$ cat src/hw/rtl/haversine_distance_defines.svh
// Assertion macros shared by the haversine distance RTL.
`ifndef HAVERSINE_DISTANCE_DEFINES_SVH
`define HAVERSINE_DISTANCE_DEFINES_SVH

// Same-cycle implication, disabled while reset is asserted.
`define HVD_ASSERT_IMP(lbl, clk_s, rst_n, ante, cons, msg) \
	lbl: assert property (@(posedge clk_s) disable iff (!rst_n) (ante) |-> (cons)) else $error(msg);

// Next-cycle implication, disabled while reset is asserted.
`define HVD_ASSERT_NXT(lbl, clk_s, rst_n, ante, cons, msg) \
	lbl: assert property (@(posedge clk_s) disable iff (!rst_n) (ante) |=> (cons)) else $error(msg);

`endif

$ cat src/hw/rtl/hvd_pkg.sv
// Types, constants and helper functions for the haversine distance pipeline.
package hvd_pkg;

	localparam int CORDIC_ITERATIONS_DEF = 24;
	localparam int CW = 36;
	localparam int SQRT_STEPS = 31;
	localparam int RW = 62;

	localparam logic signed [CW-1:0] PI_Q30      = 36'sd3373259426;
	localparam logic signed [CW-1:0] HALF_PI_Q30 = 36'sd1686629713;
	localparam logic signed [CW-1:0] TWO_PI_Q30  = 36'sd6746518852;
	localparam logic signed [CW-1:0] GAIN_Q30    = 36'sd652032874;
	localparam logic [33:0] DEG2RAD_MUL = 34'd8048910509;
	localparam logic [30:0] DIST_SCALE  = 31'd1274200000;
	localparam logic [30:0] ONE_Q30     = 31'd1073741824;

	function automatic logic signed [CW-1:0] atan_q30(input int k);
		logic signed [CW-1:0] v;
		unique case (k)
			0: v = 36'sd843314857;
			1: v = 36'sd497837829;
			2: v = 36'sd263043837;
			3: v = 36'sd133525159;
			4: v = 36'sd67021687;
			5: v = 36'sd33543516;
			6: v = 36'sd16775851;
			7: v = 36'sd8388437;
			8: v = 36'sd4194283;
			9: v = 36'sd2097149;
			10: v = 36'sd1048576;
			default: v = (k <= 30) ? (CW'(1) << (30 - k)) : '0;
		endcase
		return v;
	endfunction

	function automatic logic signed [31:0] mul_q30(input logic signed [31:0] p,
		input logic signed [31:0] q);
		logic signed [63:0] prod;
		prod = 64'(p) * 64'(q);
		return 32'((prod + 64'sd536870912) >>> 30);
	endfunction

endpackage

$ cat src/hw/rtl/hvd_cordic_cell.sv
// One CORDIC micro-rotation cell, rotation or vectoring mode, registered outputs.
module hvd_cordic_cell import hvd_pkg::*; #(
	parameter int IDX = 0,
	parameter bit VECTORING = 1'b0
) (
	input  logic clk,
	input  logic en,
	input  logic signed [CW-1:0] x_in,
	input  logic signed [CW-1:0] y_in,
	input  logic signed [CW-1:0] z_in,
	output logic signed [CW-1:0] x_out,
	output logic signed [CW-1:0] y_out,
	output logic signed [CW-1:0] z_out
);

	localparam logic signed [CW-1:0] ANGLE = atan_q30(IDX);

	logic signed [CW-1:0] xs;
	logic signed [CW-1:0] ys;
	logic up;

	always_comb begin
		xs = x_in >>> IDX;
		ys = y_in >>> IDX;
		up = VECTORING ? y_in[CW-1] : !z_in[CW-1];
	end

	always_ff @(posedge clk) begin
		if (en) begin
			if (up) begin
				x_out <= x_in - ys;
				y_out <= y_in + xs;
				z_out <= z_in - ANGLE;
			end else begin
				x_out <= x_in + ys;
				y_out <= y_in - xs;
				z_out <= z_in + ANGLE;
			end
		end
	end

endmodule

$ cat config.mk
export PLATFORM = sky130hd
export DESIGN_NAME = hvd_cordic_cell
export DESIGN_NICKNAME = d
export VERILOG_FILES = /design/src/hw/rtl/haversine_distance_defines.svh /design/src/hw/rtl/hvd_pkg.sv /design/src/hw/rtl/hvd_cordic_cell.sv
export SDC_FILE = /design/constraint.sdc
export NUM_CORES = 1
export LEC_CHECK = 0
export BUFFER_PORTS_ARGS = -buffer_cell sky130_fd_sc_hd__buf_2
export CORE_ASPECT_RATIO = 1.2
export CORE_MARGIN = 3
export CORE_UTILIZATION = 50
export DETAILED_ROUTE_END_ITERATION = 6
export PLACE_DENSITY = 0.73
export SETUP_SLACK_MARGIN = 0.4
export SYNTH_ARGS = -nofsm -noshare
export SYNTH_HDL_FRONTEND = slang
export SYNTH_SLANG_ARGS = --single-unit
$ cat constraint.sdc
create_clock -name clk -period 6.15 [get_ports clk]
set_input_delay 0.615 -clock clk [delete_from_list [all_inputs] [get_ports clk]]
set_output_delay 0.615 -clock clk [all_outputs]
set_load 0.1 [all_outputs]
# == After elaboration in Yosys (flattened, before gate mapping) ==
# Index checks and enable logic that the tools add are counted.
# W data, S select, Z words.
# totals
regBits,108
in_bits,110
word_cells,11
# classes
add_sub_neg,5
muxes,3
# op_table
operator,count
$mux W36,3
$sub A36 B36 Y36,2
$add A36 B31 Y36 const B,1
$add A36 B36 Y36,1
$sub A36 B31 Y36 const B,1

# == Logic depth before layout (Yosys ltp) ==
# Gate-level depths: netlist of the first run.
# logic_depth
depth_word,2
mapped_depth,15
ltp_nobuf,13

# == Worst setup path before layout of the first run ==
# No wires, ideal clock.
# synth_path
path_kind,input to register
start,input z_in[35]
end,"register z_out[34], data pin"
t_arrival_ns,3.928
setup_slack_ns,1.964
cell_stages,14
n_path_buf,2
path_cell_list,clkbuf_1 -> inv_2 -> clkbuf_1 -> ha_1 -> a21o_1 -> a21oi_1 -> nor4_1 -> o311a_4 -> a2111oi_2 -> a211o_2 -> o21ai_2 -> a211o_1 -> a31oi_1 -> xnor2_1
# synth_via
elab_chain_cells,1
# synth_lines
element,line_no,source
"start, declared",hvd_cordic_cell.sv:10,"input logic signed [CW-1:0] z_in,"
$mux W36,hvd_cordic_cell.sv:30,if (up) begin
"end signal, assigned",hvd_cordic_cell.sv:33,z_out <= z_in - ANGLE;
"end signal, assigned",hvd_cordic_cell.sv:37,z_out <= z_in + ANGLE;
"end, declared",hvd_cordic_cell.sv:13,output logic signed [CW-1:0] z_out
# No other way between the ends.
# A chain may end at the register's enable or synchronous reset.

# == Worst setup path after layout of the first run ==
# Same ends and word-level chain as after synthesis.

==> out/qor.txt, run 1 <==
Register bit count reported by yosys: 107
CTS Buffer Depth: 2
Most common library cells after synthesis: a21oi_1 (172), ha_1 (139), nor2_1 (128)
# rows: 59
Io pins: 218
Initial Util: 0.510
Die Ht: 169 um
Chip width: 142 um
PortBufs: 217
CTS tree: yes
Number of setup buffers added after CTS: 0
Slew @ Worst Pin: 0.856 ns
# H-tree levels: 3
Fill count: 2,028
Multi-input logic area: 7210 um2
Synth Net Count: 1,570
Final wirelength: 33,200 um
First-pass GRT wire length: 52,400 um
Element type at the critical path end: flip-flop
Leak: 5.69 nW
Rel. slew slack: 0.429
Worst setup SP type: input port
Most used DFF post-synth: edfxtp_1
Area Overhead vs Synth: 13.8%
Reported net switching power: 0.00184 W
Ant diodes: 0
Final hold viol count: 0
Logic gate share of total power: 0.549
Placeable Area: 21,800 um2
Fin crit period: 3.97 ns
Max Slew Vio Count: 0
DRC: 0
Wire per inst: 18.7 um
Fin crit share: 0.645
Largest cells by area after synthesis: edfxtp_1 (29%), ha_1 (16%), a21oi_1 (7.7%)
Arr. time, crit path: 4.09 ns
Crit Path Class: input port to flip-flop
P_int: 0.00169 W
Number of synthesized flops with an enable pin: 107
CTS Hold Bufs: 0
Post-synth top area share: 0.289
Max Cap Viol: 0
WP data required: 6.27 ns
Switching part of the total: 0.521
Routed Antenna Nets: 0
Post-route cell area: 12,600 um2
Hold Crit Class: input port to flip-flop
Reg power frac: 0.283
Count leader, synth: a21oi_1
CTS resizes: 0
Fin Setup TNS: 0 ns
Clk root buf: clkbuf_16
Setup-failing EPs final: 0
Max Freq: 0.252 GHz
RSZ-0062 raised after global routing: no
Vias: 10,500
DR pass1 iterations: 7
Detailed Route Iter0 Violations: 822
Cell taking the most area after synthesis: edfxtp_1
Clock transition at path regs: 0.08 ns
Power Density: 279 nW/um2
Clock sink total: 107
Vias in the first global route: 10,200
Syn Area/Cell: 8.44 um2
Tot GR Track Use: 0.269
Post-synth ARST share: 0
Placement Cell Area: 12,400 um2
YS warnings: 0
Grt ovf: 0
Utilization after layout: 0.581
Mapped Cells: 1,317
Largest net degree at the start of global routing: 66
Routability cong.: 0.968
Yosys cell types: 75
Register Area: 3210 um2
CTS buffer count: 9
WHS Path Cells: 2
Status: completed
CP max FO: 49
Die Footprint: 24,100 um2
Clock share of power: 0.167
Seq/Total Area, Yosys: 0.289
Initial antenna violation count: 3
Post-DR vias/cell: 5.94
Fin nets: 1,750
Dpl hpwl: 26,300 um
Total chip power: 0.00353 W
Share of cells above drive strength 1: 0.174
Post-synthesis cell area: 11,100 um2
Max IR drop VDD: 162 uV
-- per-layer routing --
metal	global-route usage	share of wire
met5	0	0.0012
met4	0.0918	0.029
met3	0.0341	0.073
met2	0.456	0.48
met1	0.354	0.42
-- power groups by stage --
stage | registers [W] | logic [W] | clock network (W)
final | 0.000999 | 0.00194 | 0.000591
after global routing | 0.00101 | 0.00205 | 0.000630
after CTS | 0.00100 | 0.00193 | 0.000601
after detailed placement | 0.00102 | 0.00192 | 0
after global placement | 0.00101 | 0.00191 | 0
after floorplan | 0.00190 | 0.000670 | 0
-- final cells by class --
class / instances / area share
clock buffers: 10 / 0.0181
inverters: 127 / 0.0377
multi-input cells: 1032 / 0.570
repair buffers: 220 / 0.0881
flip-flops and latches: 107 / 0.254
well taps: 274 / 0.0271
clock inverters: 6 / 0.00455
-- state kept, by name (all words and copies together) (netlist names) --
name / flops
x_out: 36
z_out: 36
y_out: 35
-- cells by family after synthesis --
kind of cell,after synthesis,share of synthesized area
mux,21,0.0189
fa+ha+maj,143,0.164
buf+inv,178,0.0618
flops,107,0.289
xor+xnor,96,0.0757
compound gates,457,0.259
simple gates,315,0.132
-- critical path, stage by stage --
cell	delay, ns
buf_4	0.47
inv_2	0.32
fa_1	0.49
a21o_1	0.20
a21oi_1	0.27
nor4_1	0.13
o311a_4	0.40
a2111oi_2	0.34
a211o_2	0.19
o21ai_2	0.08
a211o_1	0.27
a31oi_1	0.21
xnor2_1	0.08
-- placed cells by master, fill, tap and decap left out, types with 11 or more instances in the layout --
master / netlist / routed
buf_2: 6 / 215
a21oi_1: 172 / 172
ha_1: 139 / 139
nor2_1: 128 / 128
inv_1: 123 / 123
edfxtp_1: 107 / 107
xnor2_1: 89 / 89
o21ai_0: 85 / 85
nand2_1: 61 / 61
o21bai_1: 33 / 33
a21o_1: 31 / 31
nand3_1: 22 / 22
mux2i_1: 21 / 21
nor3_1: 19 / 19
nand4_1: 18 / 18
a31oi_1: 16 / 16
o21a_1: 15 / 15
nand2b_1: 12 / 12
o211ai_1: 12 / 12
a211oi_1: 12 / 12
o31ai_1: 11 / 11
-- stage by stage --
stage / setup WS (ns) / instances / hold WS (ns)
after floorplan: 1.96 / 1317 / 0.727
after global placement: 1.89 / 1760 / 0.895
after detailed placement: 1.80 / 1760 / 0.899
after CTS: 2.20 / 1776 / 0.518
after global routing: 2.00 / 1776 / 0.537
final: 2.18 / 1776 / 0.528
-- final timing paths --
path	from	endpoint	slack (ns)
max	z_in[35]	z_out[34]	2.18
min	z_in[0]	z_out[0]	0.53
No activity file was read; power rests on OpenSTA's default activity.
==> run 2: changes to the inputs <==
--- a/config.mk
+++ b/config.mk
@@ -10,7 +10,7 @@
 export CORE_MARGIN = 3
 export CORE_UTILIZATION = 50
 export DETAILED_ROUTE_END_ITERATION = 6
-export PLACE_DENSITY = 0.73
+export PLACE_DENSITY = 0.76
 export SETUP_SLACK_MARGIN = 0.4
 export SYNTH_ARGS = -nofsm -noshare
 export SYNTH_HDL_FRONTEND = slang
==> constraint.sdc (replaced) <==
create_clock -name clk -period 3.25 [get_ports clk]
set_input_delay 0.325 -clock clk [delete_from_list [all_inputs] [get_ports clk]]
set_output_delay 0.325 -clock clk [all_outputs]
set_load 0.1 [all_outputs]
==> run 2 against run 1 <==
  * Via count rose by 7.3%
  * Combinational power rose by 110%
  * Cell area rose by 11%
  * Critical path depth rose by 1
  * Utilization rose by 6.3 points
  * Largest cell class unchanged
==> out/qor.txt, run 2 (synthesis gave the netlist of run 1 again) <==
CTS buffer count: 9 (unchanged)
Max Cap Viol: 0 (unchanged)
WHS Path Cells: 2 (unchanged)
Most frequent cells in the layout: buf_2 (215), a21oi_1 (166), buf_4 (131), nor2_1 (128), ha_1 (128)
Share of cells above drive strength 1: 0.271 (+0.0976)
Total chip power: 0.00706 W (+100%)
Die Ht: 169 um (unchanged)
DRC: 0 (unchanged)
Vias: 11,300 (+7.3%)
PortBufs: 217 (unchanged)
Initial Util: 0.510 (unchanged)
CP max FO: 3 (-94%)
DR pass1 iterations: 6 (-1)
Final wirelength: 35,900 um (+8.0%)
Arr. time, crit path: 2.88 ns (-1.21 ns)
Worst setup SP type: input port
CTS Hold Bufs: 0 (unchanged)
First-pass GRT wire length: 55,500 um (+5.9%)
Routed Antenna Nets: 0 (unchanged)
Power Density: 504 nW/um2 (+80%)
Slew @ Worst Pin: 0.678 ns (-0.177 ns)
Largest regs: x_out x36, z_out x36, y_out x35
Ant diodes: 0 (unchanged)
Fill count: 1,873 (-7.6%)
Status: completed
WHS: 0.246 ns (-0.282 ns)
Crit Path Class: input port to flip-flop
Wire per inst: 18.8 um (+0.76%)
Hold Crit Class: input port to flip-flop
CTS Buffer Depth: 2 (unchanged)
Leak: 6.34 nW (+11%)
Vias in the first global route: 10,900 (+6.6%)
Placeable Area: 21,800 um2 (unchanged)
# H-tree levels: 3 (unchanged)
CTS tree: yes
Commonest non-fill, non-tap cell in the layout: buf_2
Largest net degree at the start of global routing: 48 (-27%)
Final hold viol count: 0 (unchanged)
RSZ-0062 raised after global routing: yes
Routability cong.: 1.03 (+6.0%)
Element type at the critical path end: flip-flop
Fin crit share: 0.854
Area Overhead vs Synth: 26.1%
Fin nets: 1,878 (+7.3%)
Clk root buf: clkbuf_16
Clock transition at path regs: 0.08 ns (about the same)
Post-DR vias/cell: 5.94 (+0.12%)
Initial antenna violation count: 1 (-2)
Detailed Route Iter0 Violations: 1,075 (+31%)
Grt ovf: 0 (unchanged)
WP data required: 3.35 ns (-2.92 ns)
Endpoint, Worst Hold: z_out[0]
Die Footprint: 24,100 um2 (unchanged)
# rows: 59 (unchanged)
Max IR drop VDD: 376 uV (+130%)
Min-Delay Startpoint: z_in[0]
Tot GR Track Use: 0.286 (+0.0169)
Dpl hpwl: 28,600 um (+9.0%)
Io pins: 218 (unchanged)
Chip width: 142 um (unchanged)
Max Slew Vio Count: 0 (unchanged)
Fin crit period: 2.77 ns
Max Freq: 0.360 GHz
Clock sink total: 107 (unchanged)
Rel. slew slack: 0.548 (+0.118)
Setup-failing EPs final: 0 (unchanged)
run 2: cell types whose count changed in the layout (fill, tap and decap cells not counted), moves of 7 or more:
cell | before | now
ha_1 | 139 | 128
o21ai_0 | 85 | 76
o21ai_1 | 5 | 12
buf_4 | 5 | 131
run 2: power by group:
part	switching [W]	internal, W
clock network	0.000550	0.000604
logic	0.00297	0.00104
registers	0.0000570	0.00183
total	0.00358	0.00348
run 2: stage by stage:
step           instances  setup WS [ns]  setup TNS [ns]  area [um2]   util
5_1_grt             1903          0.357               0       14000  0.643
3_3_place_gp        1882        -0.0694          -0.377       13300  0.612
2_1_floorplan       1317          0.198               0       11200      -
6_report            1903          0.476               0       14000  0.643
3_5_place_dp        1882        -0.0611          -0.427       13300  0.612
4_1_cts             1898          0.394               0       13700  0.627
run 2: worst max path at each step:
stage	from	to	slack [ns]	cells after the start
6_report	x_in[0]	x_out[32]	0.48	14
5_1_grt	x_in[3]	y_out[35]	0.36	16
4_1_cts	x_in[4]	x_out[28]	0.39	12
3_5_place_dp	x_in[11]	x_out[28]	-0.06	13
3_3_place_gp	x_in[1]	x_out[25]	-0.07	13
2_1_floorplan	z_in[35]	z_out[34]	0.20	14
run 2: area by class of cell:
| cell class | count | area [um2] | area share |
|---|---|---|---|
| multi-input cells | 1032 | 7590 | 0.541 |
| repair buffers | 348 | 2090 | 0.149 |
| well taps | 274 | 343 | 0.0245 |
| clock buffers | 9 | 225 | 0.0161 |
| clock inverters | 6 | 73.8 | 0.00527 |
| flip-flops and latches | 107 | 3210 | 0.229 |
| inverters | 127 | 484 | 0.0346 |
run 2: worst max-delay path: stages:
cell	delay, ns
buf_2	0.11
inv_1	0.05
ha_1	0.23
fa_2	0.35
nand3b_1	0.19
a21oi_2	0.23
nor4_1	0.10
o21ai_1	0.16
o311a_1	0.25
a21o_1	0.22
a221oi_2	0.10
or3_1	0.34
a22oi_2	0.15
xnor2_1	0.08
run 2: what timing repair did:
action	CTS	global route
endpoints found under the setup margin	15	35
pin swaps	1	23
resized for setup	7	62
buffers inserted	1	5
run 2: metal layers:
metal / track usage / vias up / wire [um]
li1: - / 5358 / -
met1: 0.375 / 5275 / 14400
met2: 0.485 / 567 / 17300
met3: 0.0347 / 108 / 2860
met4: 0.0997 / 2 / 1330
met5: 0 / - / 14
