### config.mk
export PLATFORM = sky130hd
export DESIGN_NAME = hvd_sqrt_cell
export DESIGN_NICKNAME = d
export VERILOG_FILES = /design/src/hw/rtl/haversine_distance_defines.svh /design/src/hw/rtl/hvd_pkg.sv /design/src/hw/rtl/hvd_sqrt_cell.sv
export SDC_FILE = /design/constraint.sdc
export NUM_CORES = 1
export LEC_CHECK = 0
export ABC_AREA = 0
export BUFFER_PORTS_ARGS = -buffer_cell sky130_fd_sc_hd__buf_2
export CORE_UTILIZATION = 51
export DETAILED_ROUTE_END_ITERATION = 6
export PLACE_DENSITY_LB_ADDON = 0.2
export SLEW_MARGIN = 10
export SYNTH_ARGS = -nofsm -noshare
export SYNTH_HDL_FRONTEND = slang
export SYNTH_SLANG_ARGS = --single-unit
### constraint.sdc
create_clock -name clk -period 8 [get_ports clk]
set_input_delay 0.4 -clock clk [delete_from_list [all_inputs] [get_ports clk]]
set_output_delay 0.4 -clock clk [all_outputs]
set_load 0.01 [all_outputs]
### src/hw/rtl/haversine_distance_defines.svh
// Assertion macros shared by the haversine distance RTL.
`ifndef HAVERSINE_DISTANCE_DEFINES_SVH
`define HAVERSINE_DISTANCE_DEFINES_SVH

// Same-cycle implication, disabled while reset is asserted.
`define HVD_ASSERT_IMP(lbl, clk_s, rst_n, ante, cons, msg) \
	lbl: assert property (@(posedge clk_s) disable iff (!rst_n) (ante) |-> (cons)) else $error(msg);

// Next-cycle implication, disabled while reset is asserted.
`define HVD_ASSERT_NXT(lbl, clk_s, rst_n, ante, cons, msg) \
	lbl: assert property (@(posedge clk_s) disable iff (!rst_n) (ante) |=> (cons)) else $error(msg);

`endif

### src/hw/rtl/hvd_pkg.sv
// Types, constants and helper functions for the haversine distance pipeline.
package hvd_pkg;

	localparam int CORDIC_ITERATIONS_DEF = 24;
	localparam int CW = 36;
	localparam int SQRT_STEPS = 31;
	localparam int RW = 62;

	localparam logic signed [CW-1:0] PI_Q30      = 36'sd3373259426;
	localparam logic signed [CW-1:0] HALF_PI_Q30 = 36'sd1686629713;
	localparam logic signed [CW-1:0] TWO_PI_Q30  = 36'sd6746518852;
	localparam logic signed [CW-1:0] GAIN_Q30    = 36'sd652032874;
	localparam logic [33:0] DEG2RAD_MUL = 34'd8048910509;
	localparam logic [30:0] DIST_SCALE  = 31'd1274200000;
	localparam logic [30:0] ONE_Q30     = 31'd1073741824;

	function automatic logic signed [CW-1:0] atan_q30(input int k);
		logic signed [CW-1:0] v;
		unique case (k)
			0: v = 36'sd843314857;
			1: v = 36'sd497837829;
			2: v = 36'sd263043837;
			3: v = 36'sd133525159;
			4: v = 36'sd67021687;
			5: v = 36'sd33543516;
			6: v = 36'sd16775851;
			7: v = 36'sd8388437;
			8: v = 36'sd4194283;
			9: v = 36'sd2097149;
			10: v = 36'sd1048576;
			default: v = (k <= 30) ? (CW'(1) << (30 - k)) : '0;
		endcase
		return v;
	endfunction

	function automatic logic signed [31:0] mul_q30(input logic signed [31:0] p,
		input logic signed [31:0] q);
		logic signed [63:0] prod;
		prod = 64'(p) * 64'(q);
		return 32'((prod + 64'sd536870912) >>> 30);
	endfunction

endpackage

### src/hw/rtl/hvd_sqrt_cell.sv
// One digit step of a restoring square root, registered outputs.
module hvd_sqrt_cell import hvd_pkg::*; #(
	parameter int IDX = 0
) (
	input  logic clk,
	input  logic en,
	input  logic [RW-1:0] v_in,
	input  logic [RW-1:0] r_in,
	output logic [RW-1:0] v_out,
	output logic [RW-1:0] r_out
);

	localparam logic [RW-1:0] BIT = RW'(1) << (2 * (SQRT_STEPS - 1 - IDX));

	logic [RW-1:0] trial;

	assign trial = r_in + BIT;

	always_ff @(posedge clk) begin
		if (en) begin
			if (v_in >= trial) begin
				v_out <= v_in - trial;
				r_out <= (r_in >> 1) + BIT;
			end else begin
				v_out <= v_in;
				r_out <= r_in >> 1;
			end
		end
	end

endmodule

# Yosys cells after proc, flatten, opt, wreduce, memory -nomap -nowiden
# Cells that the tools add are included.
[word_totals] reg_bits=124 inputBits=126 out_inout_bits=124 word_cells=9
[classes] addsub=3 magnitude_cmp=1 n_mux=2
[ops] operator="$add 61x61->62 const B" n=1
[ops] operator="$add 62x61->62 const B" n=1
[ops] operator="$ge 62x62->1" n=1
[ops] operator="$mux 62" n=1
[ops] operator="$sub 62x62->62" n=1
[ops] operator="$mux 61" n=1

# Longest topological paths before layout
# Gate-level depths: netlist of run 1.
[depth] word_depth=3 depth_mapped=16 depth_no_buf=14

# Worst setup path after synthesis of run 1
# OpenSTA, ideal clock, no wires.
[synth_timing] kind="input port to flip-flop" from="input port v_in[0]" to="register v_out[48] (data pin)" setup_time_ns=0.262 t_arrival_ns=2.974 required_time_ns=7.738 setup_slack_ns=4.764 cell_stages=15 n_path_buf=2 cell_sequence="inv_1 ha_1 inv_1 fa_1 a211oi_1 o21ai_1 o2111ai_1 a21o_2 o21ai_4 a31oi_4 a21oi_2 o21a_1 buf_4 buf_6 mux2_1"
[synth_between] elab_chain_len=2 word_cells_on_any_way=3 classes_between="add/sub: 1; order compare: 1; mux: 1"
[synth_lines] element="from (decl)" line_no="hvd_sqrt_cell.sv:7" rtl="input logic [RW-1:0] v_in,"
[synth_lines] element="$sub 62x62->62 / $ge 62x62->1 (equally long branches)" line_no="hvd_sqrt_cell.sv:22, hvd_sqrt_cell.sv:21"
[synth_lines] element="$mux 62 *" line_no="hvd_sqrt_cell.sv:21" rtl="if (v_in >= trial) begin"
[synth_lines] element="to (signal assigned)" line_no="hvd_sqrt_cell.sv:22" rtl="v_out <= v_in - trial;"
[synth_lines] element="to (signal assigned)" line_no="hvd_sqrt_cell.sv:25" rtl="v_out <= v_in;"
[synth_lines] element="to (decl)" line_no="hvd_sqrt_cell.sv:9" rtl="output logic [RW-1:0] v_out,"
# Every way passes the cells marked *; elsewhere a longest branch is shown, timed or not.
# A chain may end at the register's enable or synchronous reset.

# Worst setup path in the final report of run 1
[layout_timing] from="input port v_in[0]" to="register v_out[21] (data pin)"
# Same word-level chain as after synthesis.

==> run summary, run 1 <==
outcome -> finished with violations
failing checks -> DRC
fill cell count -> 1,377
async set or reset register ratio after synthesis -> 0%
IO Port Bufs -> 249
synth warn -> 0
Pre-antenna DRT Iters -> 7
RSZ-0062 raised after global routing -> no
Layout area overhead -> 23.20%
Post-synth top flop -> edfxtp_1
post-DP HPWL -> 16,930 um
gr usage total -> 26.19%
num rows -> 46
gpl congestion -> 0.9201
Pins Over Slew Limit -> 0
final worst slack -> 3.771 ns
initial core utilization -> 52.81%
synthesized instance count -> 879
min-delay src -> r_in[4]
setup violators final -> 0
top cell type's share of synthesized area -> 44.07%
Leak Pwr -> 4.786 nW
Die ar. -> 0.01709 mm2
clk buf depth -> 2
Hold EP -> r_out[3]$_DFFE_PP_
nets@finish -> 1,303
VDD IR max -> 0.1411 mV
Setup crit start kind -> primary input
slew margin rel. -> 29.77%
clock sink count -> 124
number of remaining DRC errors -> 4
top post-synthesis cells by area -> edfxtp_1, ha_1, a21oi_1
CTS resizes -> 0
hold-fix buffers at CTS -> 0
Yosys cell types -> 69
crit path DAT -> 4.40 ns
final WL -> 21,960 um
register area share after synthesis -> 44.07%
FMAX -> 236.5 MHz
Die Y -> 130.7 um
max cap viols -> 0
Worst Setup End Kind -> flop
share of cells above drive strength 1 -> 26.62%
Post-synth EDFFs -> 124
largest fanout on the critical path -> 55
Fin. Hold Viols -> 0
synthesized flop and latch total -> 124
syn_area_per_cell -> 9.612 um2
largest net degree at the start of global routing -> 68
WP data required -> 8.17 ns
CTS tree -> done
area leader, netlist -> edfxtp_1
fin util -> 65.06%
vias in the first global route -> 7,008
Final Hold Slack -> 0.1658 ns
Worst Hold Class -> in -> reg
Power Density -> 214.4 mW/mm2
dpl ws -> 3.359 ns
vias per inst -> 5.558
ant diodes -> 0
buffer count from post-CTS setup fixing -> 0
core area -> 0.01600 mm2
Root Buffer -> clkbuf_16
Worst Max-Slew Pin Slew -> 1.053 ns
Detailed Route Iter0 Violations -> 523
DRT antenna net count -> 0
Die Width -> 130.7 um
TNS Setup -> 0 ns
I/O pin total -> 250
WL/cell -> 16.35 um
htree depth -> 4
CTS buffer count -> 17
via count -> 7,465
first-pass GRT wire length -> 34,510 um
Final period util -> 52.86%
overflow left after global routing -> 0
Crit Path Class -> in -> reg
min Tclk post-route -> 4.229 ns
Reg clk slew, reported paths -> 0.06 ns
post-synthesis net count -> 1,068
cell area after synthesis -> 0.008449 mm2
hold depth -> 1
initial antenna violation count -> 2
==> worst max-delay path, stage by stage <==
cell       delay [ns]
buf_2            0.09
inv_1            0.04
ha_1             0.20
inv_1            0.07
fa_1             0.21
a211oi_1         0.09
o21ai_1          0.35
o2111ai_1        0.20
a21o_2           0.28
o21ai_4          0.22
a31oi_4          0.14
a21oi_2          0.30
o21a_2           0.89
buf_4            0.48
mux2_2           0.37
==> worst max-delay path by stage <==
stage,start,end,cells after the start
finish,v_in[0],v_out[21]$_DFFE_PP_,15
CTS,v_in[0],v_out[21]$_DFFE_PP_,15
global placement,v_in[0],v_out[21]$_DFFE_PP_,15
detailed placement,v_in[0],v_out[21]$_DFFE_PP_,15
global route,v_in[0],v_out[21]$_DFFE_PP_,15
floorplan,v_in[0],v_out[48]$_DFFE_PP_,15
==> cells by family after synthesis <==
logic type	after synthesis	synth area share [%]
mux	6	0.8144
flops	124	44.07
compound gates	287	21.35
buf+inv	119	5.968
fa+ha+maj	63	9.418
xor+xnor	55	5.701
simple gates	225	12.68
==> sequential cells by signal, indices dropped and copies added (netlist names) <==
| register | count |
|---|---|
| r_out | 62 |
| v_out | 62 |
==> stage by stage <==
stage                     instances  power, mW  instance area (um2)
after floorplan                 879      1.239                 8449
after global placement         1311      1.431                 9803
after detailed placement       1311      1.436                 9803
after CTS                      1343      2.242                10410
after global routing           1343      2.339                10410
final                          1343      2.232                10410
==> cell usage after synthesis, types with 7 or more instances <==
cell type,instances
clkbuf_1,25
a21oi_1,117
o31ai_1,7
nand3_1,15
inv_1,83
nor2_1,72
a31oi_1,11
edfxtp_1,124
o21ai_0,45
ha_1,62
xor2_1,24
o211ai_1,14
nand2_1,62
nand4_1,18
nor3_1,15
and3_1,8
xnor2_1,31
a21o_1,42
nand2b_1,9
o21bai_1,8
==> power by group <==
part	switching [mW]	total (mW)	internal (mW)
logic	0.364	0.601	0.237
registers	0.0169	0.828	0.811
clock network	0.286	0.803	0.517
total	0.667	2.23	1.57
==> metal layers <==
layer	vias up	part of all wire (%)	track usage, %
met2	289	46	41.71
met3	33	7.2	5.863
met4	2	1.4	8.181
met5	-	0.064	0
met1	3443	45	35.53
li1	3698	-	-
==> cells in the final DEF, fill, tap and decap left out, drive strengths merged, types with 6 or more instances in the layout <==
cell and n:
a21o 43, a21oi 120, a31oi 12, and2 6, and3 8, buf 252, clkbuf 19, clkinv 7
edfxtp 124, ha 62, inv 83, nand2 63, nand2b 9, nand3 15, nand4 18, nor2 73
nor3 15, o211ai 14, o21a 6, o21ai 48, o21bai 8, o31ai 7, xnor2 31, xor2 24
==> cell type report <==
cell class | count | area (um2) | area share, %
clock buffer | 19 | 432.9 | 4.159
clock inverter | 13 | 173.9 | 1.671
inverter | 83 | 311.5 | 2.993
multi-input combinational | 636 | 4227 | 40.60
sequential | 124 | 3724 | 35.77
tap | 216 | 270.3 | 2.596
timing repair buffer | 252 | 1271 | 12.21
No activity file was read; power rests on OpenSTA's default activity.
==> inputs of run 2 (changes only) <==
clock period = 4.1 ns   (was 8 ns; I/O delays follow)
==> run 2 against run 1 <==
Effect of this change:
- the flow now finishes without violations
- global-route usage increased by 2.2 points
- first-iteration DRC count is 28% higher
- via count is 4.2% higher
- flip-flop and latch count is the same
- hold slack got worse by 0.14 ns
- final area up 5.5%
- combinational power increased by 110%
- worst setup slack worse by 3.3 ns
- non-clock buffer count up 60
- wire length grew 7.6%
- die area is the same
- critical path type unchanged
- critical endpoint unchanged
- largest power group unchanged
==> run summary, run 2 (synthesis results as in run 1) <==
outcome -> finished, final reports clean
grt met2 use -> 47.71% (+6.0 points)
Die Y -> 130.7 um (unchanged)
RSZ-0062 raised after global routing -> no
overall power -> 4.314 mW (+93%)
final WL -> 23,630 um (+7.6%)
VDD IR max -> 0.2875 mV (+100%)
CTS tree -> done
CTS buffer count -> 17 (unchanged)
initial core utilization -> 52.81% (unchanged)
busiest grt layer -> met2
placed cell area -> 0.009843 mm2 (+0.41%)
met1 usage -> 36.68% (+1.1 points)
FMAX -> 272.5 MHz
Worst Hold Class -> in -> reg
overflow left after global routing -> 0 (unchanged)
WL/cell -> 16.84 um (+3.0%)
share of cells above drive strength 1 -> 25.53% (-1.1 points)
vias in the first global route -> 7,553 (+7.8%)
Reg clk slew, reported paths -> 0.06 ns (about the same)
Detailed Route Iter0 Violations -> 670 (+28%)
slew margin rel. -> 47.55% (+18 points)
Layout area overhead -> 30.00%
GRT met3 Usage -> 6.107% (+0.24 points)
largest fanout on the critical path -> 35 (-36%)
Largest regs -> r_out: 62 flops, v_out: 62 flops
final worst slack -> 0.4308 ns (-3.340 ns)
most frequent cells in the layout -> buf_2, edfxtp_1, a21oi_1, inv_1, nor2_1
ant diodes -> 0 (unchanged)
first-pass GRT wire length -> 37,270 um (+8.0%)
nets@finish -> 1,363 (+4.6%)
gpl congestion -> 0.9263 (+0.67%)
Critical Path Sink -> v_out[21]$_DFFE_PP_
htree depth -> 4 (unchanged)
clk buf depth -> 2 (unchanged)
CP startpoint -> r_in[5]
min Tclk post-route -> 3.669 ns
Worst Max-Slew Pin Slew -> 0.7868 ns (-0.2667 ns)
IO Port Bufs -> 249 (unchanged)
Root Buffer -> clkbuf_16
Leak Pwr -> 5.023 nW (+5.0%)
dpl ws -> 0.5099 ns (-2.849 ns)
Die ar. -> 0.01709 mm2 (unchanged)
max cap viols -> 0 (unchanged)
commonest non-fill, non-tap cell in the layout -> buf_2
filler-free cell count of the finished design -> 1,403 (+4.5%)
WP data required -> 4.28 ns (-3.89 ns)
TNS Setup -> 0 ns (unchanged)
setup violators final -> 0 (unchanged)
fin util -> 68.65% (+3.6 points)
Die Width -> 130.7 um (unchanged)
crit path DAT -> 3.85 ns (-0.55 ns)
Worst Setup End Kind -> flop
num rows -> 46 (unchanged)
Final period util -> 89.49%
gr usage total -> 28.39% (+2.2 points)
Fin. Hold Viols -> 0 (unchanged)
I/O pin total -> 250 (unchanged)
Final Hold Slack -> 0.02422 ns (-0.1416 ns)
Power Density -> 392.8 mW/mm2 (+83%)
number of remaining DRC errors -> 0 (-4)
core area -> 0.01600 mm2 (unchanged)
CTS resizes -> 0 (unchanged)
Crit Path Class -> in -> reg
clock sink count -> 124 (unchanged)
DRT antenna net count -> 0 (unchanged)
post-DP HPWL -> 17,420 um (+2.9%)
initial antenna violation count -> 2 (unchanged)
Finished Cell Area -> 0.01098 mm2 (+5.5%)
via count -> 7,782 (+4.2%)
Setup crit start kind -> primary input
dpl cells -> 1,313 (+0.15%)
Pins Over Slew Limit -> 0 (unchanged)
largest net degree at the start of global routing -> 67 (-1.5%)
Pre-antenna DRT Iters -> 5 (-2)
vias per inst -> 5.547 (-0.21%)
run 2: power by group:
part / switching (mW) / total (mW) / internal [mW]
Sequential: 0.0367 / 1.62 / 1.58
Clock: 0.567 / 1.45 / 0.887
Combinational: 0.733 / 1.24 / 0.507
run 2: worst min path at each step:
stage / from / to / slack (ns) / depth (start not counted)
after floorplan: r_in[1] / r_out[0]$_DFFE_PP_ / 0.30 / 0
after global placement: r_in[3] / r_out[2]$_DFFE_PP_ / 0.40 / 1
after detailed placement: r_in[4] / r_out[3]$_DFFE_PP_ / 0.40 / 1
after CTS: r_in[60] / r_out[59]$_DFFE_PP_ / 0.01 / 1
after global routing: r_in[40] / r_out[39]$_DFFE_PP_ / 0.02 / 1
final: r_in[60] / r_out[59]$_DFFE_PP_ / 0.02 / 1
run 2: routing by layer:
| metal | share of wire (%) | up-vias | wire [um] |
|---|---|---|---|
| met5 | 0.059 | - | 14 |
| met3 | 6.6 | 28 | 1567 |
| met4 | 1.2 | 2 | 289 |
| li1 | - | 3825 | - |
| met2 | 48 | 299 | 11340 |
| met1 | 44 | 3628 | 10410 |
run 2: what timing repair did:
action,4_1_cts,5_1_grt
hold endpoints to repair,58,0
hold buffers,58,0
setup buffers,0,0
run 2: area by class of cell:
cell class,instances,area [um2]
timing repair buffer,312,1892
tap,216,270.3
multi-input combinational,636,4227
fill,1323,5016
sequential,124,3724
clock inverter,12,123.9
clock buffer,20,436.7
inverter,83,311.5
run 2: worst max-delay path, stage by stage:
cell and delay (ns):
dlygate4sd3_1 0.53, buf_2 0.12, inv_1 0.05, ha_1 0.37, o211ai_1 0.12, o21ai_1 0.33, o2111ai_1 0.19, a21o_2 0.28
o21ai_4 0.21, a31oi_4 0.14, a21oi_2 0.34, o21a_2 0.23, buf_4 0.33, mux2_2 0.38
==> inputs of run 3 (changes only) <==
CORE_ASPECT_RATIO = 0.6   (was not set)
REMOVE_ABC_BUFFERS = 1   (was not set)
==> run 3 against run 2 <==
Effect of this change:
- critical path type unchanged
- clock power about the same
- wire length increased by 4.3%
- die area about the same
- non-clock buffer count increased by 4
- critical endpoint is now v_out[26]$_DFFE_PP_
- cell count decreased by 0.21%
- sequential power about the same
- hold slack got worse by 0.013 ns
- combinational power about the same
- final area increased by 0.25%
- worst setup slack got worse by 0.12 ns
- core utilization decreased by 0.74 points
==> run summary, run 3 (synthesis results as in run 1) <==
RSZ-0062 raised after global routing -> no
final WL -> 24,640 um (+4.3%)
vias in the first global route -> 7,331 (-2.9%)
vias per inst -> 5.644 (+1.7%)
Pre-antenna DRT Iters -> 6 (+1)
ant diodes -> 0 (unchanged)
VDD IR max -> 0.2472 mV (-14%)
Leak Pwr -> 5.044 nW (+0.40%)
Die Y -> 101.7 um (-22%)
nets@finish -> 1,368 (+0.37%)
Pins Over Slew Limit -> 0 (unchanged)
number of remaining DRC errors -> 0 (unchanged)
overflow left after global routing -> 0 (unchanged)
Detailed Route Iter0 Violations -> 766 (+14%)
Die ar. -> 0.01710 mm2 (about the same)
Worst Setup End Kind -> flop
htree depth -> 4 (unchanged)
share of cells above drive strength 1 -> 26.03% (+0.50 points)
min-delay src -> r_in[60]
initial antenna violation count -> 2 (unchanged)
max cap viols -> 0 (unchanged)
setup violators final -> 0 (unchanged)
gpl congestion -> 0.9399 (+1.5%)
IO Port Bufs -> 249 (unchanged)
Final Hold Slack -> 0.01074 ns (-0.01349 ns)
Final period util -> 92.47% (+3.0 points)
I/O pin total -> 250 (unchanged)
grt met2 use -> 41.96% (-5.8 points)
DRT antenna net count -> 0 (unchanged)
hold depth -> 1 (unchanged)
buffer count from post-CTS setup fixing -> 0 (unchanged)
initial core utilization -> 52.11% (-0.70 points)
Reg clk slew, reported paths -> 0.06 ns (about the same)
min Tclk post-route -> 3.791 ns (+0.1221 ns)
Root Buffer -> clkbuf_16
met1 usage -> 43.25% (+6.6 points)
num rows -> 36 (-22%)
Power Density -> 396.5 mW/mm2 (+0.96%)
clock sink count -> 124 (unchanged)
slew margin rel. -> 38.49% (-9.1 points)
fill cell count -> 1,307 (-1.2%)
Die Width -> 168.2 um (+29%)
largest net degree at the start of global routing -> 101 (+51%)
via count -> 7,901 (+1.5%)
post-DP HPWL -> 18,110 um (+4.0%)
gr usage total -> 28.76% (+0.37 points)
WP data required -> 4.25 ns (-0.03 ns)
GRT met3 Usage -> 6.331% (+0.22 points)
Hold EP -> r_out[59]$_DFFE_PP_
Finished Cell Area -> 0.01101 mm2 (+0.25%)
Largest regs -> r_out: 62 flops, v_out: 62 flops
CTS tree -> done
core area -> 0.01622 mm2 (+1.3%)
first-pass GRT wire length -> 37,910 um (+1.7%)
commonest non-fill, non-tap cell in the layout -> buf_2
clk buf depth -> 2 (unchanged)
FMAX -> 263.8 MHz (-3.2%)
busiest grt layer -> met1
Fin. Hold Viols -> 0 (unchanged)
dpl cells -> 1,310 (-0.23%)
most frequent cells in the layout -> buf_2, edfxtp_1, a21oi_1, inv_1, nor2_1
WL/cell -> 17.60 um (+4.5%)
largest fanout on the critical path -> 26 (-26%)
Worst Hold Class -> in -> reg
crit path DAT -> 3.95 ns (+0.10 ns)
CTS buffer count -> 17 (unchanged)
Layout area overhead -> 30.33%
Setup crit start kind -> primary input
filler-free cell count of the finished design -> 1,400 (-0.21%)
Worst Max-Slew Pin Slew -> 0.9226 ns (+0.1359 ns)
Crit Path Class -> in -> reg
outcome -> finished, final reports clean
placed cell area -> 0.009849 mm2 (about the same)
==> run 3: cell count changes in the layout (fill, tap and decap cells not counted), sizes merged <==
cell      previous run  this run
buf                254       258
clkbuf              20        18
clkinv               7         5
inv                 83        85
clkinvlp             3         4
o21a                 6         7
==> run 3: worst max-delay path, cell delays in order <==
cell and delay, ns:
dlygate4sd3_1 0.54, buf_2 0.12, inv_1 0.04, ha_1 0.36, o211ai_1 0.10, o21ai_1 0.37, o2111ai_1 0.22, a21o_2 0.29
o21ai_4 0.22, a31oi_4 0.14, a21oi_2 0.42, o21a_4 0.47, buf_4 0.33, a21oi_1 0.11
==> run 3: layout make-up <==
cell class	count	area (um2)	share of cell area [%]
Clock buffer	18	429.2	3.897
Sequential cell	124	3724	33.81
Timing Repair Buffer	316	1901	17.26
Inverter	83	311.5	2.829
Multi-Input combinational cell	637	4242	38.52
Tap cell	209	261.5	2.375
Clock inverter	13	143.9	1.307
==> run 3: how the worst max path moves through the flow <==
stage	startpoint	to	slack [ns]	cells past startpoint
4_1_cts	r_in[4]	v_out[19]$_DFFE_PP_	0.26	14
6_report	r_in[3]	v_out[26]$_DFFE_PP_	0.31	14
3_3_place_gp	v_in[0]	v_out[15]$_DFFE_PP_	0.38	15
3_5_place_dp	v_in[0]	v_out[16]$_DFFE_PP_	0.25	15
2_1_floorplan	v_in[0]	v_out[59]$_DFFE_PP_	-0.19	14
5_1_grt	r_in[4]	v_out[26]$_DFFE_PP_	0.04	15
==> run 3: layer usage <==
layer | share of wire (%) | up-vias
li1 | - | 3831
met1 | 49 | 3650
met2 | 41 | 388
met3 | 9.6 | 30
met4 | 1.2 | 2
met5 | 0.053 | -
==> run 3: metrics by stage <==
| stage | TNS, ns | setup WS [ns] | utilization, % | power (mW) |
|---|---|---|---|---|
| 4_1_cts | 0 | 0.2552 | 67.85 | 4.361 |
| 5_1_grt | 0 | 0.04086 | 67.91 | 4.583 |
| 6_report | 0 | 0.3087 | 67.91 | 4.366 |
| 3_3_place_gp | 0 | 0.3794 | 60.74 | 2.816 |
| 3_5_place_dp | 0 | 0.2528 | 60.74 | 2.828 |
| 2_1_floorplan | -0.6168 | -0.1926 | - | 2.389 |
==> run 3: power by group <==
group | internal, mW | total (mW) | leakage (nW) | switching (mW)
combinational | 0.509 | 1.26 | 3.56 | 0.754
clock | 0.894 | 1.48 | 0.269 | 0.591
sequential | 1.58 | 1.62 | 1.21 | 0.0358
==> run 3: timing repair <==
action                     4_1_cts  5_1_grt
hold buffers                    58        0
hold endpoints to repair        58        0
gates resized for setup          0        1
setup endpoints to repair        0       12
